==> src/sv/ddec_pkg.sv <==
`timescale 1ns / 1ps
// ----------------------------------------------------------------------------
// Delta instruction decoder package
// Shared types and constants of the delta instruction decoder and its checker.
// ----------------------------------------------------------------------------
package ddec_pkg;

   // Smallest number of bytes a well-formed delta stream may carry.
   localparam logic [2:0] MIN_DELTA_BYTES = 3'd4;

   // Configuration register indexes.
   localparam logic CSR_SOURCE_SIZE = 1'b0;
   localparam logic CSR_TARGET_SIZE = 1'b1;

   // Result kinds.
   localparam logic [1:0] KIND_COPY     = 2'd0;
   localparam logic [1:0] KIND_LITERAL  = 2'd1;
   localparam logic [1:0] KIND_FINISHED = 2'd2;
   localparam logic [1:0] KIND_FAILED   = 2'd3;

   // Error codes.
   localparam logic [2:0] ERR_NONE         = 3'd0;
   localparam logic [2:0] ERR_ZERO_CMD     = 3'd1;
   localparam logic [2:0] ERR_COPY_SOURCE  = 3'd2;
   localparam logic [2:0] ERR_COPY_TARGET  = 3'd3;
   localparam logic [2:0] ERR_LIT_TARGET   = 3'd4;
   localparam logic [2:0] ERR_TRUNCATED    = 3'd5;
   localparam logic [2:0] ERR_TOO_SHORT    = 3'd6;

   // A copy whose collected length is zero moves this many bytes.
   localparam logic [23:0] COPY_LEN_ZERO = 24'h010000;

   // Result queue.
   localparam int RSP_DEPTH = 4;
   localparam int RSP_PTR_W = $clog2(RSP_DEPTH);
   localparam int RSP_CNT_W = $clog2(RSP_DEPTH + 1);

   typedef enum logic [3:0] {
      PH_CMD  = 4'b0001,
      PH_OPER = 4'b0010,
      PH_LIT  = 4'b0100,
      PH_DROP = 4'b1000
   } phase_type;

   typedef struct packed {
      logic [1:0]  kind;
      logic [31:0] copy_offset;
      logic [23:0] copy_length;
      logic [7:0]  literal_value;
      logic [2:0]  error_code;
      logic        run_end;
   } rsp_type;

endpackage

==> src/sv/delta_instruction_decoder.sv <==
`timescale 1ns / 1ps
// ----------------------------------------------------------------------------
// Delta instruction decoder
// Decodes the instruction bytes of a binary delta into copy descriptors,
// literal bytes and a final status.
// ----------------------------------------------------------------------------
// The decoder takes one byte of the delta instruction stream per cycle and
// decodes it in a single pass against the stream state, writing the zero, one
// or two results it causes into a four-entry result queue. A byte can be taken
// every cycle as long as the queue has room for two results; req_stall rises
// while more than two results wait. A byte that both closes a command and
// ends the stream gives two results, which leave the queue one by one, so the
// sustained rate is one byte per cycle except where the consumer stalls or
// such double results pile up. source_size takes effect at once; target_size
// is sampled on the first byte of each stream.
module delta_instruction_decoder (
   input  logic        clock,
   input  logic        reset,
   input  logic        req_valid,
   output logic        req_stall,
   input  logic [7:0]  req_delta_byte,
   input  logic        req_final_byte,
   output logic        rsp_valid,
   input  logic        rsp_stall,
   output logic [1:0]  rsp_kind,
   output logic [31:0] rsp_copy_offset,
   output logic [23:0] rsp_copy_length,
   output logic [7:0]  rsp_literal_value,
   output logic [2:0]  rsp_error_code,
   output logic        rsp_run_end,
   input  logic        csr_write_enable,
   input  logic        csr_index,
   input  logic [31:0] csr_write_data
);

   logic [31:0] source_size_ff;
   logic [31:0] target_size_ff;

   ddec_pkg::phase_type phase_ff, phase_in;
   logic [6:0]  pending_ff, pending_in;
   logic [31:0] offset_ff, offset_in;
   logic [23:0] length_ff, length_in;
   logic [6:0]  literal_left_ff, literal_left_in;
   logic [31:0] target_left_ff, target_left_in;
   logic [2:0]  bytes_seen_ff, bytes_seen_in;
   logic        failed_ff, failed_in;

   ddec_pkg::rsp_type mem_ff [ddec_pkg::RSP_DEPTH];
   logic [ddec_pkg::RSP_PTR_W-1:0] wr_ptr_ff, wr_ptr_in;
   logic [ddec_pkg::RSP_PTR_W-1:0] rd_ptr_ff, rd_ptr_in;
   logic [ddec_pkg::RSP_CNT_W-1:0] count_ff, count_in;

   logic        accept;
   logic        pop;
   logic [31:0] tgt_eff;
   logic [6:0]  lowest;
   logic        do_finish;
   logic [31:0] fin_off;
   logic [23:0] fin_len;
   logic [23:0] len_eff;
   logic [32:0] copy_end;
   logic        body_valid;
   ddec_pkg::rsp_type body_res;
   logic        end_valid;
   ddec_pkg::rsp_type end_res;
   ddec_pkg::rsp_type res_a;
   ddec_pkg::rsp_type res_b;
   logic [1:0]  push_cnt;

   assign accept    = req_valid & ~req_stall;
   assign req_stall = count_ff > ddec_pkg::RSP_CNT_W'(ddec_pkg::RSP_DEPTH - 2);
   assign rsp_valid = count_ff != '0;
   assign pop       = rsp_valid & ~rsp_stall;

   assign rsp_kind          = mem_ff[rd_ptr_ff].kind;
   assign rsp_copy_offset   = mem_ff[rd_ptr_ff].copy_offset;
   assign rsp_copy_length   = mem_ff[rd_ptr_ff].copy_length;
   assign rsp_literal_value = mem_ff[rd_ptr_ff].literal_value;
   assign rsp_error_code    = mem_ff[rd_ptr_ff].error_code;
   assign rsp_run_end       = mem_ff[rd_ptr_ff].run_end;

   always_ff @(posedge clock) begin
      if (reset) begin
         source_size_ff <= '0;
         target_size_ff <= '0;
      end else if (csr_write_enable) begin
         unique case (csr_index)
            ddec_pkg::CSR_SOURCE_SIZE: source_size_ff <= csr_write_data;
            ddec_pkg::CSR_TARGET_SIZE: target_size_ff <= csr_write_data;
            default: ;
         endcase
      end
   end

   // Decode of one byte: the command body first, then the end-of-stream check.
   always_comb begin
      phase_in        = phase_ff;
      pending_in      = pending_ff;
      offset_in       = offset_ff;
      length_in       = length_ff;
      literal_left_in = literal_left_ff;
      failed_in       = failed_ff;
      body_valid      = 1'b0;
      body_res        = '0;
      end_valid       = 1'b0;
      end_res         = '0;
      do_finish       = 1'b0;
      fin_off         = offset_ff;
      fin_len         = length_ff;

      // The first byte of a stream picks up the target size.
      tgt_eff        = (bytes_seen_ff == '0) ? target_size_ff : target_left_ff;
      target_left_in = tgt_eff;
      bytes_seen_in  = (bytes_seen_ff == 3'd7) ? bytes_seen_ff : bytes_seen_ff + 3'd1;

      lowest = pending_ff & (~pending_ff + 7'd1);

      unique case (phase_ff)
         ddec_pkg::PH_CMD: begin
            if (req_delta_byte[7]) begin
               pending_in = req_delta_byte[6:0];
               offset_in  = '0;
               length_in  = '0;
               fin_off    = '0;
               fin_len    = '0;
               if (req_delta_byte[6:0] == '0) begin
                  do_finish = 1'b1;
               end else begin
                  phase_in = ddec_pkg::PH_OPER;
               end
            end else if (req_delta_byte != '0) begin
               if ({24'd0, req_delta_byte} > tgt_eff) begin
                  body_valid          = 1'b1;
                  body_res.kind       = ddec_pkg::KIND_FAILED;
                  body_res.error_code = ddec_pkg::ERR_LIT_TARGET;
               end else begin
                  target_left_in  = tgt_eff - {24'd0, req_delta_byte};
                  literal_left_in = req_delta_byte[6:0];
                  phase_in        = ddec_pkg::PH_LIT;
               end
            end else begin
               body_valid          = 1'b1;
               body_res.kind       = ddec_pkg::KIND_FAILED;
               body_res.error_code = ddec_pkg::ERR_ZERO_CMD;
            end
         end
         ddec_pkg::PH_OPER: begin
            // Operand bytes arrive in flag order, lowest flag first.
            for (int i = 0; i < 4; i++) begin
               if (lowest[i]) fin_off[8*i +: 8] = offset_ff[8*i +: 8] | req_delta_byte;
            end
            for (int i = 0; i < 3; i++) begin
               if (lowest[4+i]) fin_len[8*i +: 8] = length_ff[8*i +: 8] | req_delta_byte;
            end
            offset_in  = fin_off;
            length_in  = fin_len;
            pending_in = pending_ff & ~lowest;
            do_finish  = (pending_ff & ~lowest) == '0;
         end
         ddec_pkg::PH_LIT: begin
            body_valid             = 1'b1;
            body_res.kind          = ddec_pkg::KIND_LITERAL;
            body_res.literal_value = req_delta_byte;
            if (literal_left_ff != '0) literal_left_in = literal_left_ff - 7'd1;
            if (literal_left_in == '0) phase_in = ddec_pkg::PH_CMD;
         end
         ddec_pkg::PH_DROP: ;
         default: ;
      endcase

      len_eff  = (fin_len == '0) ? ddec_pkg::COPY_LEN_ZERO : fin_len;
      copy_end = {1'b0, fin_off} + {9'd0, len_eff};

      if (do_finish) begin
         body_valid = 1'b1;
         if (copy_end > {1'b0, source_size_ff}) begin
            body_res.kind       = ddec_pkg::KIND_FAILED;
            body_res.error_code = ddec_pkg::ERR_COPY_SOURCE;
         end else if ({8'd0, len_eff} > tgt_eff) begin
            body_res.kind       = ddec_pkg::KIND_FAILED;
            body_res.error_code = ddec_pkg::ERR_COPY_TARGET;
         end else begin
            body_res.kind        = ddec_pkg::KIND_COPY;
            body_res.copy_offset = fin_off;
            body_res.copy_length = len_eff;
            target_left_in       = tgt_eff - {8'd0, len_eff};
            phase_in             = ddec_pkg::PH_CMD;
         end
      end

      if (body_valid && body_res.kind == ddec_pkg::KIND_FAILED) begin
         failed_in = 1'b1;
         phase_in  = ddec_pkg::PH_DROP;
      end

      if (req_final_byte) begin
         if (!failed_in) begin
            end_valid = 1'b1;
            if (bytes_seen_in < ddec_pkg::MIN_DELTA_BYTES) begin
               end_res.kind       = ddec_pkg::KIND_FAILED;
               end_res.error_code = ddec_pkg::ERR_TOO_SHORT;
            end else if (phase_in != ddec_pkg::PH_CMD || target_left_in != '0) begin
               end_res.kind       = ddec_pkg::KIND_FAILED;
               end_res.error_code = ddec_pkg::ERR_TRUNCATED;
            end else begin
               end_res.kind = ddec_pkg::KIND_FINISHED;
            end
         end
         // Back to the clean state for the next stream.
         phase_in        = ddec_pkg::PH_CMD;
         pending_in      = '0;
         offset_in       = '0;
         length_in       = '0;
         literal_left_in = '0;
         target_left_in  = '0;
         bytes_seen_in   = '0;
         failed_in       = 1'b0;
      end

      end_res.run_end = 1'b1;
      if (body_valid) begin
         res_a         = body_res;
         res_a.run_end = ~end_valid;
      end else begin
         res_a = end_res;
      end
      res_b    = end_res;
      push_cnt = {1'b0, body_valid} + {1'b0, end_valid};
   end

   always_comb begin
      wr_ptr_in = wr_ptr_ff;
      rd_ptr_in = rd_ptr_ff;
      count_in  = count_ff;
      if (accept) begin
         wr_ptr_in = wr_ptr_ff + ddec_pkg::RSP_PTR_W'(push_cnt);
         count_in  = count_ff + ddec_pkg::RSP_CNT_W'(push_cnt);
      end
      if (pop) begin
         rd_ptr_in = rd_ptr_ff + ddec_pkg::RSP_PTR_W'(1);
         count_in  = count_in - ddec_pkg::RSP_CNT_W'(1);
      end
   end

   always_ff @(posedge clock) begin
      if (accept) begin
         if (push_cnt != 2'd0) mem_ff[wr_ptr_ff] <= res_a;
         if (push_cnt == 2'd2) mem_ff[wr_ptr_ff + ddec_pkg::RSP_PTR_W'(1)] <= res_b;
      end
   end

   always_ff @(posedge clock) begin
      if (reset) begin
         phase_ff        <= ddec_pkg::PH_CMD;
         pending_ff      <= '0;
         offset_ff       <= '0;
         length_ff       <= '0;
         literal_left_ff <= '0;
         target_left_ff  <= '0;
         bytes_seen_ff   <= '0;
         failed_ff       <= 1'b0;
         wr_ptr_ff       <= '0;
         rd_ptr_ff       <= '0;
         count_ff        <= '0;
      end else begin
         if (accept) begin
            phase_ff        <= phase_in;
            pending_ff      <= pending_in;
            offset_ff       <= offset_in;
            length_ff       <= length_in;
            literal_left_ff <= literal_left_in;
            target_left_ff  <= target_left_in;
            bytes_seen_ff   <= bytes_seen_in;
            failed_ff       <= failed_in;
         end
         wr_ptr_ff <= wr_ptr_in;
         rd_ptr_ff <= rd_ptr_in;
         count_ff  <= count_in;
      end
   end

endmodule

==> config.mk <==
export PLATFORM = sky130hd
export DESIGN_NAME = delta_instruction_decoder
export DESIGN_NICKNAME = d
export VERILOG_FILES = /design/src/sv/ddec_pkg.sv /design/src/sv/delta_instruction_decoder.sv
export SDC_FILE = /design/constraint.sdc
export NUM_CORES = 1
export LEC_CHECK = 0
export BUFFER_PORTS_ARGS = -buffer_cell sky130_fd_sc_hd__buf_2
export CORE_ASPECT_RATIO = 1.4
export CORE_MARGIN = 2
export CORE_UTILIZATION = 32
export CTS_BUF_LIST = sky130_fd_sc_hd__clkbuf_16
export DETAILED_ROUTE_END_ITERATION = 16
export SLEW_MARGIN = 25
export SYNTH_ARGS = -nofsm -noshare
export SYNTH_HDL_FRONTEND = slang
export SYNTH_SLANG_ARGS = --single-unit
==> constraint.sdc <==
create_clock -name clock -period 12.45 [get_ports clock]
set_input_delay 2.49 -clock clock [delete_from_list [all_inputs] [get_ports clock]]
set_output_delay 2.49 -clock clock [all_outputs]
set_load 0.005 [all_outputs]
== Word level (Yosys, flattened, before mapping) ==
Memory sizes are Yosys's and may differ from the RTL's. A register that Yosys moved wholly into a read port is not among the register bits.
Cells that the tools add are included.
Widths: inputs -> output; s select.

* Register bits: 181
* Memory bits (writable): 280
* Memories: 1
* ROM bits: 0
* Bits in latches: 0
* Output and inout port bits: 72
* Input bits: 47
* Logic and storage cells: 171

{| class="wikitable"
|+ Memories
! memory !! words !! width !! rd ports !! clocked after memory_dff !! wr ports !! line !! RTL
|-
| mem_ff || 4 || 70 || 1 || 1 || 2 || delta_instruction_decoder.sv:48 || <nowiki>ddec_pkg::rsp_type mem_ff [ddec_pkg::RSP_DEPTH];</nowiki>
|}

* Multipliers: 0
* Bitwise gates (word level): 17
* Order comparisons: 5
* Mux-type cells: 94
* $add $sub $neg: 12
* Reductions and logical operators: 18
* Divide/modulo/power cells: 0
* Shift operators: 0
* Equal/unequal tests: 11

{| class="wikitable"
|+ Operators with widths
! operator !! count
|-
| $mux 32 || 11
|-
| $mux 56 || 2
|-
| $mux 24 || 3
|-
| $mux 70 || 1
|-
| $mux 8 || 8
|-
| $pmux 32 s2 || 1
|-
| $mux 58 || 1
|-
| $mux 7 || 8
|-
| $or 8x8->8 || 7
|-
| $pmux 24 s2 || 1
|-
| $mux 3 || 15
|-
| $mux 4 || 10
|-
| $add 32x24->33 || 1
|-
| $gt 33x32->1 || 1
|-
| $gt 24x32->1 || 1
|-
| $gt 8x32->1 || 1
|-
| $reduce_bool 32->1 || 1
|-
| $sub 32x24->32 || 1
|-
| $sub 32x8->32 || 1
|-
| $pmux 7 s2 || 2
|-
| $logic_not 24->1 || 1
|-
| $logic_not 7->1 || 3
|-
| $mux 1 || 18
|-
| $mux 2 || 9
|-
| 34 further kinds || 49
|}

== Depth between registers and ports, before layout ==
Gate-level depths: netlist of run 1.

* Word-level depth: 21
* Mapped depth: 40
* Depth with buffers taken out: 39

== Least setup slack after synthesis of run 1 ==
Ideal clock, no wire load.

* Kind: input to register
* Start: input req_delta_byte[7]
* End: register count_ff[1] (netlist name)
* Library setup time: 0.065 ns
* Stages on the path: 37
* Slack: 2.759 ns
* Arrival: 9.626 ns
* Data required time: 12.385 ns
* Buffers on the path: 3
* Cell sequence: nand2_1 clkbuf_1 buf_1 clkbuf_1 a22oi_1 inv_1 ha_1 a21o_1 a21o_1 a2111oi_0 o221ai_1 nand2_1 a21oi_1 a21o_1 a211oi_1 o21ai_0 nand2_1 xor2_1 ha_1 nand4_1 nor4_1 nand3_1 nand4_1 o211ai_1 a21oi_1 nand3_1 nand2_1 nand2_1 ha_1 ha_1 inv_1 fa_1 nor2_1 a21oi_1 ha_1 mux2_2 nor2_1

* Word-level cells in the longest chain between the ends: 19
* Elaborated cells on any way between the ends: 49
* Those cells by class: add/sub: 4; order compare: 3; eq/ne: 1; mux: 31; bitwise: 7; reduce/logical: 3

{| class="wikitable"
|+ Ends and longest elaborated chain
! what !! line !! RTL
|-
| start, declared || delta_instruction_decoder.sv:21 || <nowiki>input logic [7:0] req_delta_byte,</nowiki>
|-
| $or 8x8->8 || delta_instruction_decoder.sv:153 || <nowiki>if (lowest[4+i]) fin_len[8*i +: 8] = length_ff[8*i +: 8] | req_delta_byte;</nowiki>
|-
| $mux 8 || delta_instruction_decoder.sv:153 ||
|-
| $pmux 24 s2 || delta_instruction_decoder.sv:118 || <nowiki>unique case (phase_ff)</nowiki>
|-
| $logic_not 24->1 || delta_instruction_decoder.sv:171 || <nowiki>len_eff = (fin_len == '0) ? ddec_pkg::COPY_LEN_ZERO : fin_len;</nowiki>
|-
| $mux 24 || delta_instruction_decoder.sv:171 ||
|-
| $add 32x24->33 / $gt 24x32->1 (equally long branches) || delta_instruction_decoder.sv:172, delta_instruction_decoder.sv:179 ||
|-
| $gt 33x32->1 / $mux 2 (equally long branches) || delta_instruction_decoder.sv:176, delta_instruction_decoder.sv:179 ||
|-
| $mux 2 || delta_instruction_decoder.sv:176 || <nowiki>if (copy_end > {1'b0, source_size_ff}) begin</nowiki>
|-
| [... 3 more ...] || -- ||
|-
| $mux 1 || delta_instruction_decoder.sv:191 || <nowiki>if (body_valid && body_res.kind == ddec_pkg::KIND_FAILED) begin</nowiki>
|-
| $mux 1 || delta_instruction_decoder.sv:197 || <nowiki>if (!failed_in) begin</nowiki>
|-
| $mux 1 || delta_instruction_decoder.sv:196 || <nowiki>if (req_final_byte) begin</nowiki>
|-
| $add 1x1->2 (*) || delta_instruction_decoder.sv:228 || <nowiki>push_cnt = {1'b0, body_valid} + {1'b0, end_valid};</nowiki>
|-
| $add 3x2->3 (*) || delta_instruction_decoder.sv:237 || <nowiki>count_in = count_ff + ddec_pkg::RSP_CNT_W'(push_cnt);</nowiki>
|-
| $mux 3 (*) || delta_instruction_decoder.sv:235 || <nowiki>if (accept) begin</nowiki>
|-
| $sub 3x1->3 || delta_instruction_decoder.sv:241 || <nowiki>count_in = count_in - ddec_pkg::RSP_CNT_W'(1);</nowiki>
|-
| $mux 3 (*) || delta_instruction_decoder.sv:239 || <nowiki>if (pop) begin</nowiki>
|-
| end signal, assigned || delta_instruction_decoder.sv:278 || <nowiki>count_ff <= count_in;</nowiki>
|-
| end, declared || delta_instruction_decoder.sv:51 || <nowiki>logic [ddec_pkg::RSP_CNT_W-1:0] count_ff, count_in;</nowiki>
|}

Mark *: on every way between the ends. The rest lies on a longest branch, timed or not.
A chain may end at the register's enable or synchronous reset.

==> impl_results.md, run 1 <==
* Status: complete, no violations
* Crit share post-route at 0.8971
* Sequential fraction of the synthesis area at 0.3849
* RSZ-0062 raised after global routing: false
* Commonest non-fill, non-tap cell in the layout: nand2_1
* Congestion Overflow GR at 0
* Die Width at 238.3 um
* Fin. max-slew vios at 0
* FF-to-FF path depth at 36
* Storage cell area at 0.009477 mm2
* Final nets at 3172
* CP Capture Type: flop
* Switching share of power at 0.3388
* P per Cell Area at 148.6 mW/mm2
* Sink of the worst hold path: mem_ff[3][29]$_SDFFE_PP0P_
* Critical path class: input pin to flop
* HP Class: flop to flop
* Number of enable flip-flop cells after synthesis at 20
* Reg2reg end: mem_ff[1][15]$_SDFFE_PP0P_
* Starting Density at 0.3225
* Post-route ant nets at 0
* Clk root buf: clkbuf_16
* Synthesized area per cell at 8.258 um2
* Internal cell power at 0.002735 W
* Endpoints failing setup at 0
* Startpoint of the worst register-to-register path: phase_ff[3]$_SDFFE_PP0P_
* Sink Count at 463
* Net Count, Synth at 3128
* Hold Crit Depth at 2
* Port Buf Inserts at 118
* Layout cells sized above 1 at 0.1285
* Critical path's slowest cell: a21oi_1
* Number of global-route vias before repair at 21450
* Max Cap Violations at 0
* Cells after Synth at 2979
* Startpoint Class: input pin
* Post-Route WL at 87060 um
* Antenna violations before repair at 8
* FFs w/ async S/R, synth at 0
* Clock tree from TritonCTS: yes
* Die Span Y at 332.1 um
* Hold-fix buffers, CTS at 0
* Leakage power at 10.98 nW
* Combinational power share at 0.254
* Worst slew margin at 0.3426
* Synth cell types at 89
* Worst skew pair latency at 630 ps
* Fmax at 89.53 MHz
* Setup TNS at 0 ps
* Synth Warn # at 0
* Drt initial violations at 1917
* # rows at 120
* Clock power frac at 0.355
* Clock-pin slew on the worst setup and hold paths at 60 ps
* CTS Buf Count at 45
* Final core utilization at 0.3649
* Slowest stage delay, CP at 640 ps
* Post-CTS sizing at 0
* Critical Path RT at 12900 ps
* Number of fill cells at 7949
* 1st-pass router iterations at 5
* All-Layer GR Usage at 0.2149
* Core area at 0.07627 mm2
* Synthesized flop and latch total at 463
* Tightest Pin Transition at 986.2 ps
* Number of top-level pins at 119
* Pin count of the biggest net entering global routing at 109
* First-pass GRT wire length at 131000 um
* Area Growth Syn to Fin at 13.14%
* H-tree level count at 2
* Worst hold start: mem_ff[3][29]$_SDFFE_PP0P_
* Most common cell type on the critical path: nand2_1
* Worst Path Max Fanout at 47
* Max clock buf depth at 3
* R2R setup slack at 2320 ps
* Mapped cell area at 0.02460 mm2
* Final hold slack at 448.5 ps
* Sequential share of power at 0.391
* Die area at 0.07914 mm2
* Setup Slack @ Placement at 877.5 ps
* Postcts setup bufs at 0
* Fin crit period at 11170 ps
* Detailed Place HPWL at 63730 um
* WL/cell at 21.56 um
* Placer Congestion at 0.9490
* Commonest non-fill, non-tap cells in the layout: nand2_1, dfxtp_1, o21ai_0
* Critical Path AT at 11620 ps
* Final worst slack at 1281 ps
* Synth Flop Type: dfxtp_1
* Net Switching at 0.001402 W
* Via count at 22360
* Routed vias/inst at 5.539
* Footprint of the multi-input gates at 0.01398 mm2
* Worst VDD drop at 94.69 uV
* Drt drc at 0
* Final hold viol count at 0
* Clk_skew at 37.11 ps
[logic make-up (layout without fill, tap and decap cells)]
| group | count (synthesis) | after routing | share of synthesized area |
|---|---|---|---|
| and+or+nand+nor | 1043 | 1043 | 0.1885 |
| other | 0 | 3 | 0 |
| muxes | 124 | 124 | 0.08733 |
| adders and majority gates | 103 | 103 | 0.05351 |
| xor gates and xnor gates | 85 | 85 | 0.03026 |
| AOI/OAI and AO/OA | 844 | 844 | 0.2059 |
| DFF | 463 | 463 | 0.3849 |
| buffers and inverters | 317 | 396 | 0.04949 |
[layout make-up]
class                      instances  share of cell area
multi-input combinational       2199              0.5021
antenna                            3           0.0002697
tap                              976             0.04388
clock inverter                    36             0.01506
inverter                         135             0.01821
timing repair buffer             179             0.03862
sequential                       463              0.3405
clock buffer                      46             0.04136
[state kept, by name (all words and copies together) (netlist names), named ones only]
signal and count:
target_size_ff 32, length_ff 24, mem_ff 280, source_size_ff 32, count_ff 3, failed_ff 1
bytes_seen_ff 3, pending_ff 7, target_left_ff 32, literal_left_ff 7, offset_ff 32, rd_ptr_ff 2
wr_ptr_ff 2, phase_ff 4
[Yosys cell counts (41+ instances only)]
cell	instances	area share
a21oi_1	212	0.043
a22oi_1	98	0.030
clkbuf_1	157	0.024
dfxtp_1	443	0.36
ha_1	98	0.050
inv_1	131	0.020
mux4_2	70	0.064
nand2_1	535	0.082
nor2_1	245	0.037
nor3_1	41	0.0083
o21ai_0	332	0.068
xnor2_1	56	0.020
[layer usage]
metal | share of wire | up-vias | global-route usage | wire (um)
met4 | 0.081 | 10 | 0.1572 | 7049
met2 | 0.48 | 785 | 0.3608 | 41380
met3 | 0.059 | 268 | 0.03565 | 5151
met1 | 0.38 | 10650 | 0.2454 | 33400
li1 | - | 10650 | - | -
met5 | 0.00083 | - | 0 | 72
[worst max-delay path by stage]
stage | to | startpoint
finish | mem_ff[1][15]$_SDFFE_PP0P_ | req_delta_byte[7]
CTS | mem_ff[1][35]$_SDFFE_PP0P_ | req_delta_byte[7]
detailed placement | mem_ff[1][35]$_SDFFE_PP0P_ | req_delta_byte[7]
floorplan | count_ff[1]$_SDFF_PP0_ | req_delta_byte[7]
global placement | mem_ff[0][54]$_SDFFE_PP0P_ | req_delta_byte[7]
global route | mem_ff[1][14]$_SDFFE_PP0P_ | req_delta_byte[7]
[worst max-delay path: cells and delay by family]
kind	cells	cell delay [ps]
adders and majority gates	4	1480
xor gates and xnor gates	1	90
and+or+nand+nor	16	3600
buffers and inverters	4	1010
AOI/OAI and AO/OA	11	2900
[through the flow]
| step | power (W) | instance area [um2] | std cells |
|---|---|---|---|
| 2_1_floorplan | 0.002364 | 24600 | 2979 |
| 3_3_place_gp | 0.002677 | 26220 | 3951 |
| 3_5_place_dp | 0.002679 | 26260 | 3952 |
| 4_1_cts | 0.004143 | 27830 | 4034 |
| 5_1_grt | 0.004304 | 27830 | 4034 |
| 6_report | 0.004137 | 27830 | 4037 |
[power groups by stage]
stage	registers, W	logic [W]	clock network, W
detailed placement	0.00165	0.00103	0
floorplan	0.00160	0.000769	0
global route	0.00163	0.00113	0.00155
CTS	0.00162	0.00103	0.00149
global placement	0.00165	0.00103	0
finish	0.00162	0.00105	0.00147
Note: power is estimated with default switching activity, not from simulation.
==> run 2, diff against run 1 <==
--- a/config.mk
+++ b/config.mk
@@ -5,12 +5,14 @@
 export SDC_FILE = /design/constraint.sdc
 export NUM_CORES = 1
 export LEC_CHECK = 0
+export ABC_AREA = 1
 export BUFFER_PORTS_ARGS = -buffer_cell sky130_fd_sc_hd__buf_2
 export CORE_ASPECT_RATIO = 1.4
 export CORE_MARGIN = 2
 export CORE_UTILIZATION = 32
 export CTS_BUF_LIST = sky130_fd_sc_hd__clkbuf_16
 export DETAILED_ROUTE_END_ITERATION = 16
+export GPL_TIMING_DRIVEN = 0
 export SLEW_MARGIN = 25
 export SYNTH_ARGS = -nofsm -noshare
 export SYNTH_HDL_FRONTEND = slang
==> impl_results.md, run 2 <==
* Worst hold start: mem_ff[2][45]$_SDFFE_PP0P_
* Sequential share of power at 0.353 (-0.038)
* Yosys top cell area share at 0.3581 (-0.002422)
* Slowest stage delay, CP at 650 ps (about the same)
* CP Capture Type: flop
* Combinational power share at 0.343 (+0.089)
* Worst VDD drop at 75.27 uV (-21%)
* All-Layer GR Usage at 0.2352 (+0.02029)
* Synthesized area per cell at 6.903 um2 (-16%)
* Synth Warn # at 0 (unchanged)
* Commonest non-fill, non-tap cells in the layout: nand2_1, o21ai_0, dfxtp_1
* Die Span Y at 333.2 um (+0.33%)
* HP Class: flop to flop
* First-pass GRT wire length at 142400 um (+8.7%)
* Via count at 25160 (+13%)
* Number of enable flip-flop cells after synthesis at 20 (unchanged)
* Synthesized flop and latch total at 463 (unchanged)
* Startpoint Class: input pin
* Mapped cell area at 0.02477 mm2 (+0.68%)
* Fin crit period at 11820 ps (+655.1 ps)
* Congestion Overflow GR at 0 (unchanged)
* Fin. max-slew vios at 0 (unchanged)
* Post-route ant nets at 0 (unchanged)
* Post-CTS sizing at 0 (unchanged)
* Port Buf Inserts at 117 (-0.85%)
* Layout cells sized above 1 at 0.07741 (-0.05110)
* Endpoints failing setup at 0 (unchanged)
* Post-Route WL at 96000 um (+10%)
* Worst skew pair latency at 610 ps (-20 ps)
* Sink Count at 463 (unchanged)
* Critical path class: input pin to flop
* Die area at 0.07967 mm2 (+0.67%)
* Number of global-route vias before repair at 24020 (+12%)
* Setup TNS at 0 ps (unchanged)
* Detailed Place HPWL at 75700 um (+19%)
* Reg with most FFs: mem_ff
* Pin count of the biggest net entering global routing at 15 (-86%)
* Max Cap Violations at 0 (unchanged)
* Commonest non-fill, non-tap cell in the layout: nand2_1
* # rows at 120 (unchanged)
* Die Width at 239.1 um (+0.33%)
* Leakage power at 11.67 nW (+6.2%)
* Most numerous cell in the Yosys netlist: nand2_1
* Final nets at 3902 (+23%)
* Final hold viol count at 0 (unchanged)
* Cells after Synth at 3588 (+20%)
* RSZ-0062 raised after global routing: false
* Hold-fix buffers, CTS at 0 (unchanged)
* Internal cell power at 0.002754 W (+0.68%)
* Starting Density at 0.3234 (+0.0009084)
* Placer Congestion at 0.9832 (+3.6%)
* Placed inst area at 0.02658 mm2 (+1.2%)
* Largest register FFs at 280 (unchanged)
* Clock-pin slew on the worst setup and hold paths at 60 ps (about the same)
* Antenna violations before repair at 2 (-6)
* FFs w/ async S/R, synth at 0 (unchanged)
* Switching share of power at 0.3860 (+0.04715)
* Clk_skew at 26.66 ps (-10.45 ps)
* Tightest Pin Transition at 1134 ps (+147.9 ps)
* Core area at 0.07657 mm2 (+0.39%)
* N_diodes at 0 (-3)
* Fmax at 84.57 MHz (-5.5%)
* Final Power at 0.004484 W (+8.4%)
* Most frequent cells after synthesis: nand2_1, o21ai_0, dfxtp_1
* Drt drc at 0 (unchanged)
* Clock power frac at 0.304 (-0.051)
* 1st-pass router iterations at 6 (+1)
* Critical Path AT at 12340 ps (+720 ps)
* Post-route cell area at 0.02799 mm2 (+0.56%)
* WL/cell at 20.16 um (-6.5%)
* Sequential fraction of the synthesis area at 0.3823 (-0.002586)
* H-tree level count at 2 (unchanged)
* Startpoint of the worst register-to-register path: phase_ff[3]$_SDFFE_PP0P_
* Clk root buf: clkbuf_16
* Drt initial violations at 2054 (+7.1%)
* Top post-synthesis cells by area: dfxtp_1, nand2_1, o21ai_0
* Critical Path RT at 12970 ps (+70 ps)
* Critical path's slowest cell: clkbuf_1
* Routed vias/inst at 5.284 (-4.6%)
* Clock tree from TritonCTS: yes
* Worst Path Max Fanout at 10 (-79%)
* Status: complete, no violations
* Crit share post-route at 0.9498 (+0.05262)
* Max clock buf depth at 3 (unchanged)
* Number of top-level pins at 119 (unchanged)
* Area leader, netlist: dfxtp_1
* Net Count, Synth at 3737 (+19%)
* Worst slew margin at 0.2412 (-0.1014)
* CTS Buf Count at 46 (+2.2%)
* P per Cell Area at 160.2 mW/mm2 (+7.8%)
* Synth cell types at 54 (-39%)
* Crit path from: req_delta_byte[7]
* Synth Flop Type: dfxtp_1
* Area Growth Syn to Fin at 13.01%
* Net Switching at 0.001731 W (+23%)
* Postcts setup bufs at 0 (unchanged)
* Most common cell type on the critical path: nand2_1
==> run 2: changes by cell type after synthesis, sizes merged, moves of 30 or more <==
cell,before,now
mux2i,42,4
nor3,43,13
a22oi,98,8
nand2,535,882
inv,134,290
a21oi,214,262
mux4,70,0
o22ai,13,79
o21ai,335,580
nand3,26,94
nor2,245,414
xnor2,56,24
==> run 2: final cells by class <==
cell class | instances | area, um2
clock inverter | 33 | 235.2
clock buffer | 47 | 1176
tap | 976 | 1221
fill | 8355 | 48580
buffer | 185 | 794.5
timing repair buffer | 117 | 585.6
multi-input combinational | 2648 | 13410
inverter | 292 | 1096
sequential | 463 | 9469
==> run 2: worst paths after layout <==
check / to / slack, ps / depth (start not counted)
max: mem_ff[2][19]$_SDFFE_PP0P_ / 630 / 50
min: mem_ff[2][45]$_SDFFE_PP0P_ / 450 / 2
max reg2reg: mem_ff[2][19]$_SDFFE_PP0P_ / 2350 / 50
min reg2reg: mem_ff[2][45]$_SDFFE_PP0P_ / 450 / 2
==> run 2: power by group through the flow <==
stage               Clock [W]  Sequential (W)  Combinational [W]
finish                0.00136         0.00158            0.00154
global route          0.00144         0.00159            0.00169
CTS                   0.00138         0.00158            0.00153
detailed placement          0         0.00162            0.00152
global placement            0         0.00161            0.00152
floorplan                   0         0.00160           0.000974
==> run 2: metrics by stage <==
step	setup WS, ps	cells	utilization	hold WS [ps]
finish	625.4	4761	0.3655	452.9
global route	3.723	4761	0.3655	473.0
CTS	870.5	4761	0.3655	455.3
detailed placement	303.8	4681	0.3471	439.5
global placement	312.1	4681	0.3470	432.2
floorplan	3593	3588	-	423.1
==> run 2: kinds of logic (layout without fill, tap and decap cells) <==
logic type | after synthesis | after routing | synth area share
adders and majority gates | 102 | 102 | 0.05274
DFF | 463 | 463 | 0.3823
xor gates and xnor gates | 77 | 77 | 0.02723
and+or+nand+nor | 1470 | 1470 | 0.2447
buffers and inverters | 477 | 674 | 0.07634
muxes | 4 | 4 | 0.001617
AOI/OAI and AO/OA | 995 | 995 | 0.2151
==> run 2: layer usage <==
layer | track usage | wire length [um] | share of wire | vias up
met2 | 0.4276 | 48350 | 0.50 | 887
met5 | 0 | 25 | 0.00026 | -
li1 | - | - | - | 12190
met4 | 0.1573 | 7026 | 0.073 | 4
met3 | 0.03087 | 5264 | 0.055 | 280
met1 | 0.2517 | 35340 | 0.37 | 11800
==> run 2: worst max-delay path, delay by kind of cell <==
kind                       cells  cell delay [ps]
buffers and inverters         13             3500
and+or+nand+nor               23             3130
AOI/OAI and AO/OA             10             2170
adders and majority gates      3              910
xor gates and xnor gates       1               90
